### src/rtl/fqrm_pkg.sv
`timescale 1ns / 1ps
// ----------------------------------------------------------------------------
// fqrm_pkg
// Shared types and codes for the queue with remove-all-matching.
// ----------------------------------------------------------------------------
package fqrm_pkg;

  localparam int DataW = 32;
  localparam int FieldW = 5;  // width of removed_count and occupancy

  typedef enum logic [1:0] {
    ACT_ENQ    = 2'd0,
    ACT_DEQ    = 2'd1,
    ACT_PEEK   = 2'd2,
    ACT_REMOVE = 2'd3
  } action_e;

  typedef enum logic [1:0] {
    STAT_OK    = 2'd0,
    STAT_EMPTY = 2'd1,
    STAT_FULL  = 2'd2
  } status_e;

  typedef enum logic [1:0] {
    CMD_HOLD   = 2'd0,
    CMD_APPEND = 2'd1,
    CMD_SHIFT  = 2'd2
  } cell_op_e;

  // Broadcast to every cell of the chain in each cycle.
  typedef struct packed {
    cell_op_e          op;
    logic              keep;   // shift: head re-enters at the tail
    logic [DataW-1:0]  wdata;  // append word, or the head on a shift
  } cell_cmd_t;

endpackage

### src/rtl/fqrm_in_if.sv
`timescale 1ns / 1ps
// ----------------------------------------------------------------------------
// fqrm_in_if
// Request channel: action and value with a valid/ready handshake.
// ----------------------------------------------------------------------------
interface fqrm_in_if;
  logic               valid;
  logic               ready;
  logic [1:0]         action;
  logic signed [31:0] value;

  modport source (output valid, output action, output value, input ready);
  modport sink   (input valid, input action, input value, output ready);
endinterface

### src/rtl/fqrm_out_if.sv
`timescale 1ns / 1ps
// ----------------------------------------------------------------------------
// fqrm_out_if
// Response channel: one result per request with a valid/ready handshake.
// ----------------------------------------------------------------------------
interface fqrm_out_if;
  logic               valid;
  logic               ready;
  logic signed [31:0] data_out;
  logic [4:0]         removed_count;
  logic [4:0]         occupancy;
  logic               is_empty;
  logic [1:0]         status;

  modport source (output valid, output data_out, output removed_count,
                  output occupancy, output is_empty, output status, input ready);
  modport sink   (input valid, input data_out, input removed_count,
                  input occupancy, input is_empty, input status, output ready);
endinterface

### src/rtl/fifo_queue_remove_matching_core.sv
`timescale 1ns / 1ps
// Timing: enqueue, dequeue and peek finish in the accept cycle; the result
//   is registered and valid the next cycle. A remove rotates the chain once
//   per held entry, dropping matches, before the result loads.
// Throughput: one transaction per cycle for enqueue/dequeue/peek while the
//   output is not stalled; no new request is accepted during a remove walk.
// Reset: rst_ni clears the count, FSM and output valid; slot data is not reset.
// ----------------------------------------------------------------------------
// fifo_queue_remove_matching_core
// Bounded FIFO of signed words built as a chain of shifting cells, with a
// remove-all-matching action that compacts the queue in order.
// ----------------------------------------------------------------------------
module fifo_queue_remove_matching_core #(
  parameter int DEPTH = 16
) (
  input  logic              clk_i,
  input  logic              rst_ni,
  fqrm_in_if.sink           in_i,
  fqrm_out_if.source        out_o
);

  localparam int CW   = $clog2(DEPTH + 1);
  localparam int IW   = $clog2(DEPTH);
  localparam int ExtW = (CW > fqrm_pkg::FieldW) ? CW : fqrm_pkg::FieldW;

  typedef enum logic [1:0] {
    ST_IDLE   = 2'b01,
    ST_REMOVE = 2'b10
  } state_e;

  state_e                     st_q, st_d;
  logic [CW-1:0]              count_q, count_d;
  logic [CW-1:0]              remain_q, remain_d;
  logic [CW-1:0]              removed_q, removed_d;
  logic [fqrm_pkg::DataW-1:0] key_q, key_d;

  logic                       out_valid_q, out_valid_d;
  logic [fqrm_pkg::DataW-1:0] res_data_q, res_data_d;
  logic [fqrm_pkg::FieldW-1:0] res_removed_q, res_removed_d;
  logic [fqrm_pkg::FieldW-1:0] res_occ_q, res_occ_d;
  logic                       res_empty_q, res_empty_d;
  fqrm_pkg::status_e          res_status_q, res_status_d;

  fqrm_pkg::cell_cmd_t        cmd;
  logic [IW-1:0]              tail;
  logic [fqrm_pkg::DataW-1:0] cell_data [DEPTH];
  logic [fqrm_pkg::DataW-1:0] head;

  logic                       out_free, in_fire, is_full, is_empty, match;
  logic                       res_load;
  logic [CW-1:0]              res_removed_cnt;
  logic [ExtW-1:0]            occ_ext, rem_ext;

  // --------------------------------------------------------------------------
  // Cell chain; the last cell is fed from the head so a shift rotates.
  // --------------------------------------------------------------------------
  for (genvar i = 0; i < DEPTH; i++) begin : g_cell
    localparam int NXT = (i == DEPTH - 1) ? 0 : i + 1;
    fqrm_cell #(
      .IW (IW),
      .IDX(i)
    ) u_cell (
      .clk_i (clk_i),
      .cmd_i (cmd),
      .tail_i(tail),
      .next_i(cell_data[NXT]),
      .data_o(cell_data[i])
    );
  end

  assign head     = cell_data[0];
  assign out_free = !out_valid_q || out_o.ready;
  assign in_i.ready = (st_q == ST_IDLE) && out_free;
  assign in_fire  = in_i.valid && in_i.ready;
  assign is_full  = (count_q == CW'(DEPTH));
  assign is_empty = (count_q == '0);
  assign match    = (head == key_q);

  always_comb begin
    st_d            = st_q;
    count_d         = count_q;
    remain_d        = remain_q;
    removed_d       = removed_q;
    key_d           = key_q;
    cmd.op          = fqrm_pkg::CMD_HOLD;
    cmd.keep        = 1'b0;
    cmd.wdata       = in_i.value;
    tail            = IW'(count_q - CW'(1));
    res_load        = 1'b0;
    res_data_d      = '0;
    res_removed_cnt = '0;
    res_status_d    = fqrm_pkg::STAT_OK;

    unique case (st_q)
      ST_IDLE: begin
        if (in_fire) begin
          unique case (fqrm_pkg::action_e'(in_i.action))
            fqrm_pkg::ACT_ENQ: begin
              res_load = 1'b1;
              if (is_full) begin
                res_status_d = fqrm_pkg::STAT_FULL;
              end else begin
                cmd.op  = fqrm_pkg::CMD_APPEND;
                tail    = IW'(count_q);
                count_d = count_q + CW'(1);
              end
            end
            fqrm_pkg::ACT_DEQ: begin
              res_load = 1'b1;
              if (is_empty) begin
                res_status_d = fqrm_pkg::STAT_EMPTY;
              end else begin
                cmd.op     = fqrm_pkg::CMD_SHIFT;
                res_data_d = head;
                count_d    = count_q - CW'(1);
              end
            end
            fqrm_pkg::ACT_PEEK: begin
              res_load = 1'b1;
              if (is_empty) res_status_d = fqrm_pkg::STAT_EMPTY;
              else res_data_d = head;
            end
            fqrm_pkg::ACT_REMOVE: begin
              if (is_empty) begin
                res_load = 1'b1;
              end else begin
                st_d      = ST_REMOVE;
                key_d     = in_i.value;
                remain_d  = count_q;
                removed_d = '0;
              end
            end
            default: ;
          endcase
        end
      end
      ST_REMOVE: begin
        if (remain_q != '0) begin
          // Head leaves; a kept head re-enters at the tail of the live entries.
          cmd.op    = fqrm_pkg::CMD_SHIFT;
          cmd.keep  = !match;
          cmd.wdata = head;
          remain_d  = remain_q - CW'(1);
          if (match) begin
            count_d   = count_q - CW'(1);
            removed_d = removed_q + CW'(1);
          end
        end else if (out_free) begin
          res_load        = 1'b1;
          res_removed_cnt = removed_q;
          st_d            = ST_IDLE;
        end
      end
      default: st_d = ST_IDLE;
    endcase
  end

  assign occ_ext       = ExtW'(count_d);
  assign rem_ext       = ExtW'(res_removed_cnt);
  assign res_occ_d     = occ_ext[fqrm_pkg::FieldW-1:0];
  assign res_removed_d = rem_ext[fqrm_pkg::FieldW-1:0];
  assign res_empty_d   = (count_d == '0);

  always_comb begin
    out_valid_d = out_valid_q && !out_o.ready;
    if (res_load) out_valid_d = 1'b1;
  end

  always_ff @(posedge clk_i or negedge rst_ni) begin
    if (!rst_ni) begin
      st_q        <= ST_IDLE;
      count_q     <= '0;
      remain_q    <= '0;
      removed_q   <= '0;
      out_valid_q <= 1'b0;
    end else begin
      st_q        <= st_d;
      count_q     <= count_d;
      remain_q    <= remain_d;
      removed_q   <= removed_d;
      out_valid_q <= out_valid_d;
    end
  end

  always_ff @(posedge clk_i) begin
    key_q <= key_d;
    if (res_load) begin
      res_data_q    <= res_data_d;
      res_removed_q <= res_removed_d;
      res_occ_q     <= res_occ_d;
      res_empty_q   <= res_empty_d;
      res_status_q  <= res_status_d;
    end
  end

  assign out_o.valid         = out_valid_q;
  assign out_o.data_out      = res_data_q;
  assign out_o.removed_count = res_removed_q;
  assign out_o.occupancy     = res_occ_q;
  assign out_o.is_empty      = res_empty_q;
  assign out_o.status        = res_status_q;

  // --------------------------------------------------------------------------
  // Assertions
  // --------------------------------------------------------------------------
  a_count_bound: assert property (@(posedge clk_i) disable iff (!rst_ni)
    count_q <= CW'(DEPTH))
    else $error("occupancy above DEPTH");

  a_ready_idle: assert property (@(posedge clk_i) disable iff (!rst_ni)
    in_i.ready |-> (st_q == ST_IDLE))
    else $error("request accepted during remove walk");

  a_remain_le_count: assert property (@(posedge clk_i) disable iff (!rst_ni)
    (st_q == ST_REMOVE) |-> (remain_q <= count_q))
    else $error("remove walk longer than live entries");

  a_keep_holds_count: assert property (@(posedge clk_i) disable iff (!rst_ni)
    (st_q == ST_REMOVE && remain_q != '0 && !match) |=> (count_q == $past(count_q)))
    else $error("kept entry changed occupancy");

  a_no_result_overwrite: assert property (@(posedge clk_i) disable iff (!rst_ni)
    res_load |-> out_free)
    else $error("result loaded over a pending transaction");

endmodule

### src/rtl/fqrm_cell.sv
`timescale 1ns / 1ps
// ----------------------------------------------------------------------------
// fqrm_cell
// One queue slot. Holds a word and takes its neighbor's word on a shift, but
// captures the broadcast word at the tail on an append or a keeping shift.
// ----------------------------------------------------------------------------
module fqrm_cell #(
  parameter int IW  = 4,
  parameter int IDX = 0
) (
  input  logic                            clk_i,
  input  fqrm_pkg::cell_cmd_t             cmd_i,
  input  logic [IW-1:0]                   tail_i,
  input  logic [fqrm_pkg::DataW-1:0]      next_i,
  output logic [fqrm_pkg::DataW-1:0]      data_o
);

  logic [fqrm_pkg::DataW-1:0] data_q, data_d;
  logic                       at_tail;

  assign at_tail = (tail_i == IW'(IDX));

  always_comb begin
    data_d = data_q;
    unique case (cmd_i.op)
      fqrm_pkg::CMD_APPEND: begin
        if (at_tail) data_d = cmd_i.wdata;
      end
      fqrm_pkg::CMD_SHIFT: begin
        if (at_tail && cmd_i.keep) data_d = cmd_i.wdata;
        else data_d = next_i;
      end
      default: data_d = data_q;
    endcase
  end

  always_ff @(posedge clk_i) begin
    data_q <= data_d;
  end

  assign data_o = data_q;

endmodule
### src/flat_wrapper.sv
// flat-port wrapper written by rule: the top's interface ports become plain ports
module fifo_queue_remove_matching_core_flat 
#(
  parameter int DEPTH = 16
)
  (clk_i, rst_ni, in_i_valid, in_i_action, in_i_value, in_i_ready, out_o_valid, out_o_data_out, out_o_removed_count, out_o_occupancy, out_o_is_empty, out_o_status, out_o_ready);
  fqrm_in_if in_i_i ();
  fqrm_out_if out_o_i ();
  input  logic clk_i;
  input  logic rst_ni;
  input wire logic [$bits(in_i_i.valid)-1:0] in_i_valid;
  input wire logic [$bits(in_i_i.action)-1:0] in_i_action;
  input wire logic [$bits(in_i_i.value)-1:0] in_i_value;
  output wire logic [$bits(in_i_i.ready)-1:0] in_i_ready;
  output wire logic [$bits(out_o_i.valid)-1:0] out_o_valid;
  output wire logic [$bits(out_o_i.data_out)-1:0] out_o_data_out;
  output wire logic [$bits(out_o_i.removed_count)-1:0] out_o_removed_count;
  output wire logic [$bits(out_o_i.occupancy)-1:0] out_o_occupancy;
  output wire logic [$bits(out_o_i.is_empty)-1:0] out_o_is_empty;
  output wire logic [$bits(out_o_i.status)-1:0] out_o_status;
  input wire logic [$bits(out_o_i.ready)-1:0] out_o_ready;
  assign in_i_i.valid = in_i_valid;
  assign in_i_i.action = in_i_action;
  assign in_i_i.value = in_i_value;
  assign in_i_ready = in_i_i.ready;
  assign out_o_valid = out_o_i.valid;
  assign out_o_data_out = out_o_i.data_out;
  assign out_o_removed_count = out_o_i.removed_count;
  assign out_o_occupancy = out_o_i.occupancy;
  assign out_o_is_empty = out_o_i.is_empty;
  assign out_o_status = out_o_i.status;
  assign out_o_i.ready = out_o_ready;
  fifo_queue_remove_matching_core #(.DEPTH(DEPTH)) u_core (.clk_i(clk_i), .rst_ni(rst_ni), .in_i(in_i_i), .out_o(out_o_i));
endmodule
### config.mk
export PLATFORM = sky130hd
export DESIGN_NAME = fifo_queue_remove_matching_core_flat
export DESIGN_NICKNAME = d
export VERILOG_FILES = /design/src/rtl/fqrm_pkg.sv /design/src/rtl/fqrm_in_if.sv /design/src/rtl/fqrm_out_if.sv /design/src/rtl/fifo_queue_remove_matching_core.sv /design/src/rtl/fqrm_cell.sv /design/src/flat_wrapper.sv
export SDC_FILE = /design/constraint.sdc
export NUM_CORES = 1
export LEC_CHECK = 0
export CAP_MARGIN = 15
export CORE_ASPECT_RATIO = 1.25
export CORE_MARGIN = 4
export CORE_UTILIZATION = 35
export DETAILED_ROUTE_END_ITERATION = 10
export DONT_BUFFER_PORTS = 1
export PLACE_DENSITY = 0.51
export SLEW_MARGIN = 5
export SYNTH_ARGS = -nofsm -noshare
export SYNTH_HDL_FRONTEND = slang
export SYNTH_SLANG_ARGS = --single-unit
### constraint.sdc
create_clock -name clk_i -period 4.5 [get_ports clk_i]
set_input_delay 0.9 -clock clk_i [delete_from_list [all_inputs] [get_ports clk_i]]
set_output_delay 0.9 -clock clk_i [all_outputs]
set_load 0.005 [all_outputs]
==> results of run 1 <==
==> Yosys cell counts (all sizes together) (9+ instances only) <==
library cell  number  share of area [%]
a21oi             15               0.56
nand2            123                1.7
mux2             513                 22
o21ai             40               0.81
ha                10               0.45
and2              37               0.85
inv               15               0.20
clkbuf            44               0.60
dfrtp             17                1.5
nor2              22               0.40
edfxtp           589                 64
xor2              32                1.0
nor3               9               0.22
nand3             11               0.24
nor4              13               0.32
buf               65                1.9
==> sequential cells by signal (all words and copies together) (netlist names) <==
signal,flops
u_core.g_cell.u_cell.data_o,512
u_core.key_q,32
u_core.out_o.data_out,32
u_core.count_q,5
u_core.out_o.occupancy,5
u_core.out_o.removed_count,5
u_core.remain_q,5
u_core.removed_q,5
u_core.out_o.status,2
u_core.st_q,2
u_core.out_o.is_empty,1
u_core.out_o.valid,1
==> layer usage <==
layer	vias to the layer above	global-route usage, %
met5	-	0
met2	360	24.02
met4	10	4.295
met1	7222	21.66
li1	6353	-
met3	97	3.971
==> per-stage QoR <==
step,instances,instance area [um^2],setup WS [ps]
after global placement,2639,28980,408.6
after floorplan,1647,27520,-493.3
after global routing,2758,30990,299.9
after detailed placement,2642,29040,531.6
after CTS,2756,30950,527.2
final,2765,31010,557.5
==> worst min-delay path by stage <==
stage          slack (ps)  cells past startpoint                         endpoint                             from
2_1_floorplan         450                      1  u_core.removed_q[2]$_DFFE_PN0P_  u_core.removed_q[2]$_DFFE_PN0P_
3_3_place_gp          470                      1  u_core.removed_q[2]$_DFFE_PN0P_  u_core.removed_q[2]$_DFFE_PN0P_
3_5_place_dp          470                      1  u_core.removed_q[2]$_DFFE_PN0P_  u_core.removed_q[2]$_DFFE_PN0P_
4_1_cts                70                      0       u_core.st_q[0]$_DFFE_PN1P_                           rst_ni
5_1_grt                70                      0       u_core.st_q[0]$_DFFE_PN1P_                           rst_ni
6_report              110                      0       u_core.st_q[0]$_DFFE_PN1P_                           rst_ni
==> kinds of logic after synthesis <==
group	count (synthesis)	share of synthesized area, %
simple gates	251	4.697
compound gates	107	2.955
fa+ha+maj	10	0.4547
mux	515	22.29
xor+xnor	32	1.018
buf+inv	125	2.669
flops	607	65.91
==> where the power goes <==
part	internal, W	switching [W]	leakage, nW
registers	0.00860	0.000461	5.62
clock network	0.00270	0.00220	0.918
logic	0.00327	0.00410	3.90
total	0.0146	0.00677	10.4
==> area by class of cell <==
cell class	count	area (um^2)	share of cell area, %
multi-input cells	915	8910	28.73
well taps	1044	1306	4.212
repair buffers	63	675.6	2.179
clock buffers	74	1597	5.148
inverters	16	60.06	0.1937
diodes	7	17.52	0.05649
clock inverters	39	306.5	0.9885
flip-flops and latches	607	18140	58.49
==> what timing repair did <==
item                                    in CTS  in global routing
gates resized for setup                      0                  0
hold buffers                                 1                  0
hold endpoints to repair                    17                  0
endpoints found under the setup margin       0                  0
setup buffers                                0                  0
==> results.yml, run 1 <==
setup_path:
  crit_chain: "inv_1 > ha_1 > or4b_1 > and3_4 > nor4_2 > nand3_1 > o21ai_4 > buf_4"
  critPathCaptureType: "flip-flop"
  crit_fanout: 32
  cp_num_cells: 8
  worstReg2RegEnd: "u_core.g_cell[12].u_cell.data_o[13]$_DFFE_PP_"
  slowest_stage: "or4b_1"
  crit_end: "u_core.g_cell[12].u_cell.data_o[13]$_DFFE_PP_"
  rrSetupSlack_ps: 560
  path_class: "flip-flop to flip-flop"
  crit_buf_inv: 2
  cp-start-kind: "flip-flop"
  r2r_start: "u_core.count_q[1]$_DFF_PN0_"
  cp.arrival_ps: 4210
  cp_top_family: "simple AND/OR/NAND/NOR gates"
  crit_start: "u_core.count_q[1]$_DFF_PN0_"
  reg2regPathDepth: 8
  worstPathRequired_ps: 4760
  worst_path_largest_cell_delay_ps: 640
sta:
  post-route-period-util_pct: 87.61
  rsz0062_at_grt: "no"
  worstMarginPinSlew_ps: 1137
  setup_tns_ps: 0
  max_freq_mhz: 253.6
  layout_min_cycle_time_ps: 3942
  finalHoldViolCount: 0
  whs_ps: 111.2
  clock_skew_ps: 14.51
  slew_headroom_pct: 23.91
  setup_violations: 0
  drv_slew: 0
routing:
  wl_met2_mm: 29.31
  wl_met3_mm: 4.132
  finalWirelength_mm: 65.35
  route.detailed.drc: 0
  dr_total_vias: 14042
  wl_met1_mm: 30.23
  drt_iter0_drc: 896
  dr.pass1.iters: 6
  route.top_layer_used: "met5"
  wire_per_inst_um: 23.63
  antenna_left: 0
  viasPerCell: 5.078
clock_tree:
  clk_latency_ps: 640
  clockBufferDepth: 3
  numCtsBuffers: 61
  cts_max_level: 2
  clock-sinks: 607
  path_clk_slew_ps: 60
  cts_tree: "yes"
  clockRootBuffer: "clkbuf_16"
final_layout:
  fin_nets: 1712
  fillerInstances: 7056
  drive_gt1_share_pct: 41.72
  areaGrowthSynthToFinish_pct: 12.69
  final_common_cell: "edfxtp_1"
  mostFrequentLayoutCells: "589 x edfxtp_1, 415 x mux2_2, 120 x nand2_1, 90 x mux2_4, 62 x clkbuf_16"
  final_core_util_pct: 39.97
global_routing:
  grt_usage_pct: 15.47
  antenna_found_initial: 8
  first_global_vias: 14193
  grt_max_degree: 37
  globalRouteOverflowTotal: 0
  grt_pass1_wl_mm: 97.34
placement:
  port_buffers: 0
  gp_congestion: 0.7771
  place_hpwl_mm: 42.61
yosys:
  synth.avg_cell_area_um2: 16.71
  syn_nets: 1695
  synth_ff_type: "edfxtp_1"
  ys_types: 82
  async_reset_ff_share_pct: 2.965
  syn_area_mm2: 0.02752
  postSynthCellCount: 1647
  ys_warn_count: 0
  seq_area_frac_synth_pct: 65.91
  ys_seq_elements: 607
  synth-edff-count: 589
worst_hold_path:
  worst_hold_path_type: "input port to asynchronous set/reset pin"
power_and_ir_drop:
  leakage_nw: 10.44
  max-vdd-ir-drop_uv: 389.7
  power_density_mw_per_mm2: 688.0
  fin_total_pwr_w: 0.02134
floorplanning:
  initial_core_util_pct: 35.47
  die_x_um: 258.8
  rows: 114
  design.die.area_mm2: 0.08320
  ioPinCount: 85
  core_area_mm2: 0.07759
  die_y_um: 321.5
run_status:
  status: "complete, no violations"
job:
  max_cap_violations: 0
No activity file was read; power rests on OpenSTA's default activity.
==> run 2, diff against run 1 <==
- CORE_MARGIN: 4 -> not set
==> run 2 against run 1 <==
Hold slack worse by 4.2 ps; register-to-register slack worse by 40 ps; cell area is 1.5% higher; die area is 4.1% lower; flip-flop and latch count stayed put; count of clock-buffer cells in the layout is 3 lower; core utilization is 0.60 points higher; critical endpoint is now u_core.g_cell[11].u_cell.data_o[14]$_DFFE_PP_; largest power group unchanged.
==> results.yml, run 2 (synthesized netlist as in run 1, its figures left out) <==
run_status:
  status: "complete, no violations"
final_layout:
  drive_gt1_share_pct: 43.26
  largest_register_ffs: 512
  final_area_mm2: 0.03148
  mostFrequentLayoutCells: "589 x edfxtp_1, 415 x mux2_2, 120 x nand2_1, 90 x mux2_4, 73 x buf_4"
  fin_nets: 1745
  fillerInstances: 7024
  areaGrowthSynthToFinish_pct: 14.38
  final_common_cell: "edfxtp_1"
routing:
  wire_per_inst_um: 25.08
  finalWirelength_mm: 70.11
  route.top_layer_used: "met5"
  dr_total_vias: 14180
  dr.pass1.iters: 6
  wl_met3_mm: 3.143
  drt_iter0_drc: 988
  route.detailed.drc: 0
  wl_met2_mm: 35.20
  wl_met1_mm: 30.05
  antenna_left: 0
  viasPerCell: 5.073
floorplanning:
  initial_core_util_pct: 35.47
  core_area_mm2: 0.07759
  ioPinCount: 85
  design.die.area_mm2: 0.07976
  die_y_um: 315.5
  rows: 114
  die_x_um: 252.8
setup_path:
  cp.arrival_ps: 4290
  worst_path_largest_cell_delay_ps: 660
  path_class: "flip-flop to flip-flop"
  crit_end: "u_core.g_cell[11].u_cell.data_o[14]$_DFFE_PP_"
  slowest_stage: "o21ai_4"
  critPathCaptureType: "flip-flop"
  cp_num_cells: 10
  crit_chain: "inv_1 > ha_1 > or3b_1 > nor2_2 > nor2_4 > buf_4 > nor4_2 > nand3_1 > o21ai_4 > buf_4"
  crit_fanout: 17
  worstPathRequired_ps: 4810
  crit_start: "u_core.remain_q[0]$_DFFE_PN0P_"
  reg2regPathDepth: 10
  r2r_start: "u_core.remain_q[0]$_DFFE_PN0P_"
  rrSetupSlack_ps: 520
  cpMostUsedCell: "buf_4"
  crit_buf_inv: 3
  worstReg2RegEnd: "u_core.g_cell[11].u_cell.data_o[14]$_DFFE_PP_"
  cp-start-kind: "flip-flop"
  cp_top_family: "simple AND/OR/NAND/NOR gates"
clock_tree:
  postCtsSetupRepairBufs: 0
  clk_latency_ps: 630
  cts_tree: "yes"
  holdBufCountCts: 1
  path_clk_slew_ps: 60
  clock-sinks: 607
  cts_max_level: 2
  ctsResizeCount: 0
  clockRootBuffer: "clkbuf_16"
  numCtsBuffers: 61
  clockBufferDepth: 3
sta:
  setup_violations: 0
  whs_ps: 107.0
  post-route-period-util_pct: 88.50
  max_freq_mhz: 251.1
  rsz0062_at_grt: "no"
  layout_min_cycle_time_ps: 3983
  worstMarginPinSlew_ps: 1037
  drv_slew: 0
  setup_ws_ps: 517.4
  clock_skew_ps: 23.83
  finalHoldViolCount: 0
  slew_headroom_pct: 30.63
global_routing:
  grt_pass1_wl_mm: 102.2
  grt_usage_pct: 17.65
  globalRouteOverflowTotal: 0
  antenna_found_initial: 2
  first_global_vias: 14687
  grt_max_degree: 46
placement:
  gp_congestion: 0.7804
  post-place-ws_ps: 338.9
  dpl-instance-area_mm2: 0.02941
  port_buffers: 0
  place_hpwl_mm: 44.81
power_and_ir_drop:
  power_density_mw_per_mm2: 702.4
  max-vdd-ir-drop_uv: 323.5
  leakage_nw: 10.73
worst_hold_path:
  worst_hold_path_type: "input port to asynchronous set/reset pin"
job:
  max_cap_violations: 0
-- run 2: per-layer routing --
layer | vias to the layer above | track usage [%]
li1 | 6413 | -
met4 | 2 | 4.917
met3 | 86 | 3.408
met1 | 7391 | 22.35
met5 | - | 0
met2 | 288 | 30.60
-- run 2: power breakdown --
| group | total [W] | internal (W) | leakage, nW | switching, W |
|---|---|---|---|---|
| clock network | 0.00527 | 0.00306 | 1.01 | 0.00221 |
| logic | 0.00774 | 0.00344 | 4.09 | 0.00431 |
| registers | 0.00909 | 0.00860 | 5.62 | 0.000490 |
| total | 0.0221 | 0.0151 | 10.7 | 0.00700 |
-- run 2: through the flow --
step,TNS [ps],power [W],cells,util (%)
after detailed placement,0,0.01701,2677,37.90
after floorplan,-252560,0.01439,1647,-
after CTS,0,0.02238,2794,40.56
after global placement,0,0.01688,2677,37.89
after global routing,0,0.02311,2794,40.56
final,0,0.02211,2795,40.57
-- run 2: worst min path at each step --
stage | from | endpoint | slack, ps | depth (start not counted)
floorplan | u_core.removed_q[2]$_DFFE_PN0P_ | u_core.removed_q[2]$_DFFE_PN0P_ | 450 | 1
global placement | u_core.removed_q[2]$_DFFE_PN0P_ | u_core.removed_q[2]$_DFFE_PN0P_ | 460 | 1
detailed placement | u_core.removed_q[2]$_DFFE_PN0P_ | u_core.removed_q[2]$_DFFE_PN0P_ | 480 | 1
CTS | rst_ni | u_core.st_q[0]$_DFFE_PN1P_ | 60 | 0
global route | rst_ni | u_core.st_q[0]$_DFFE_PN1P_ | 70 | 0
finish | rst_ni | u_core.st_q[0]$_DFFE_PN1P_ | 110 | 0
-- run 2: area by class of cell --
class | instances | area [um^2] | area share, %
Antenna cell | 1 | 2.502 | 0.007950
Clock buffer | 71 | 1607 | 5.104
Clock inverter | 45 | 447.9 | 1.423
Inverter | 16 | 60.06 | 0.1908
Multi-Input combinational cell | 915 | 8916 | 28.33
Sequential cell | 607 | 18140 | 57.63
Tap cell | 1044 | 1306 | 4.150
Timing Repair Buffer | 96 | 998.5 | 3.172
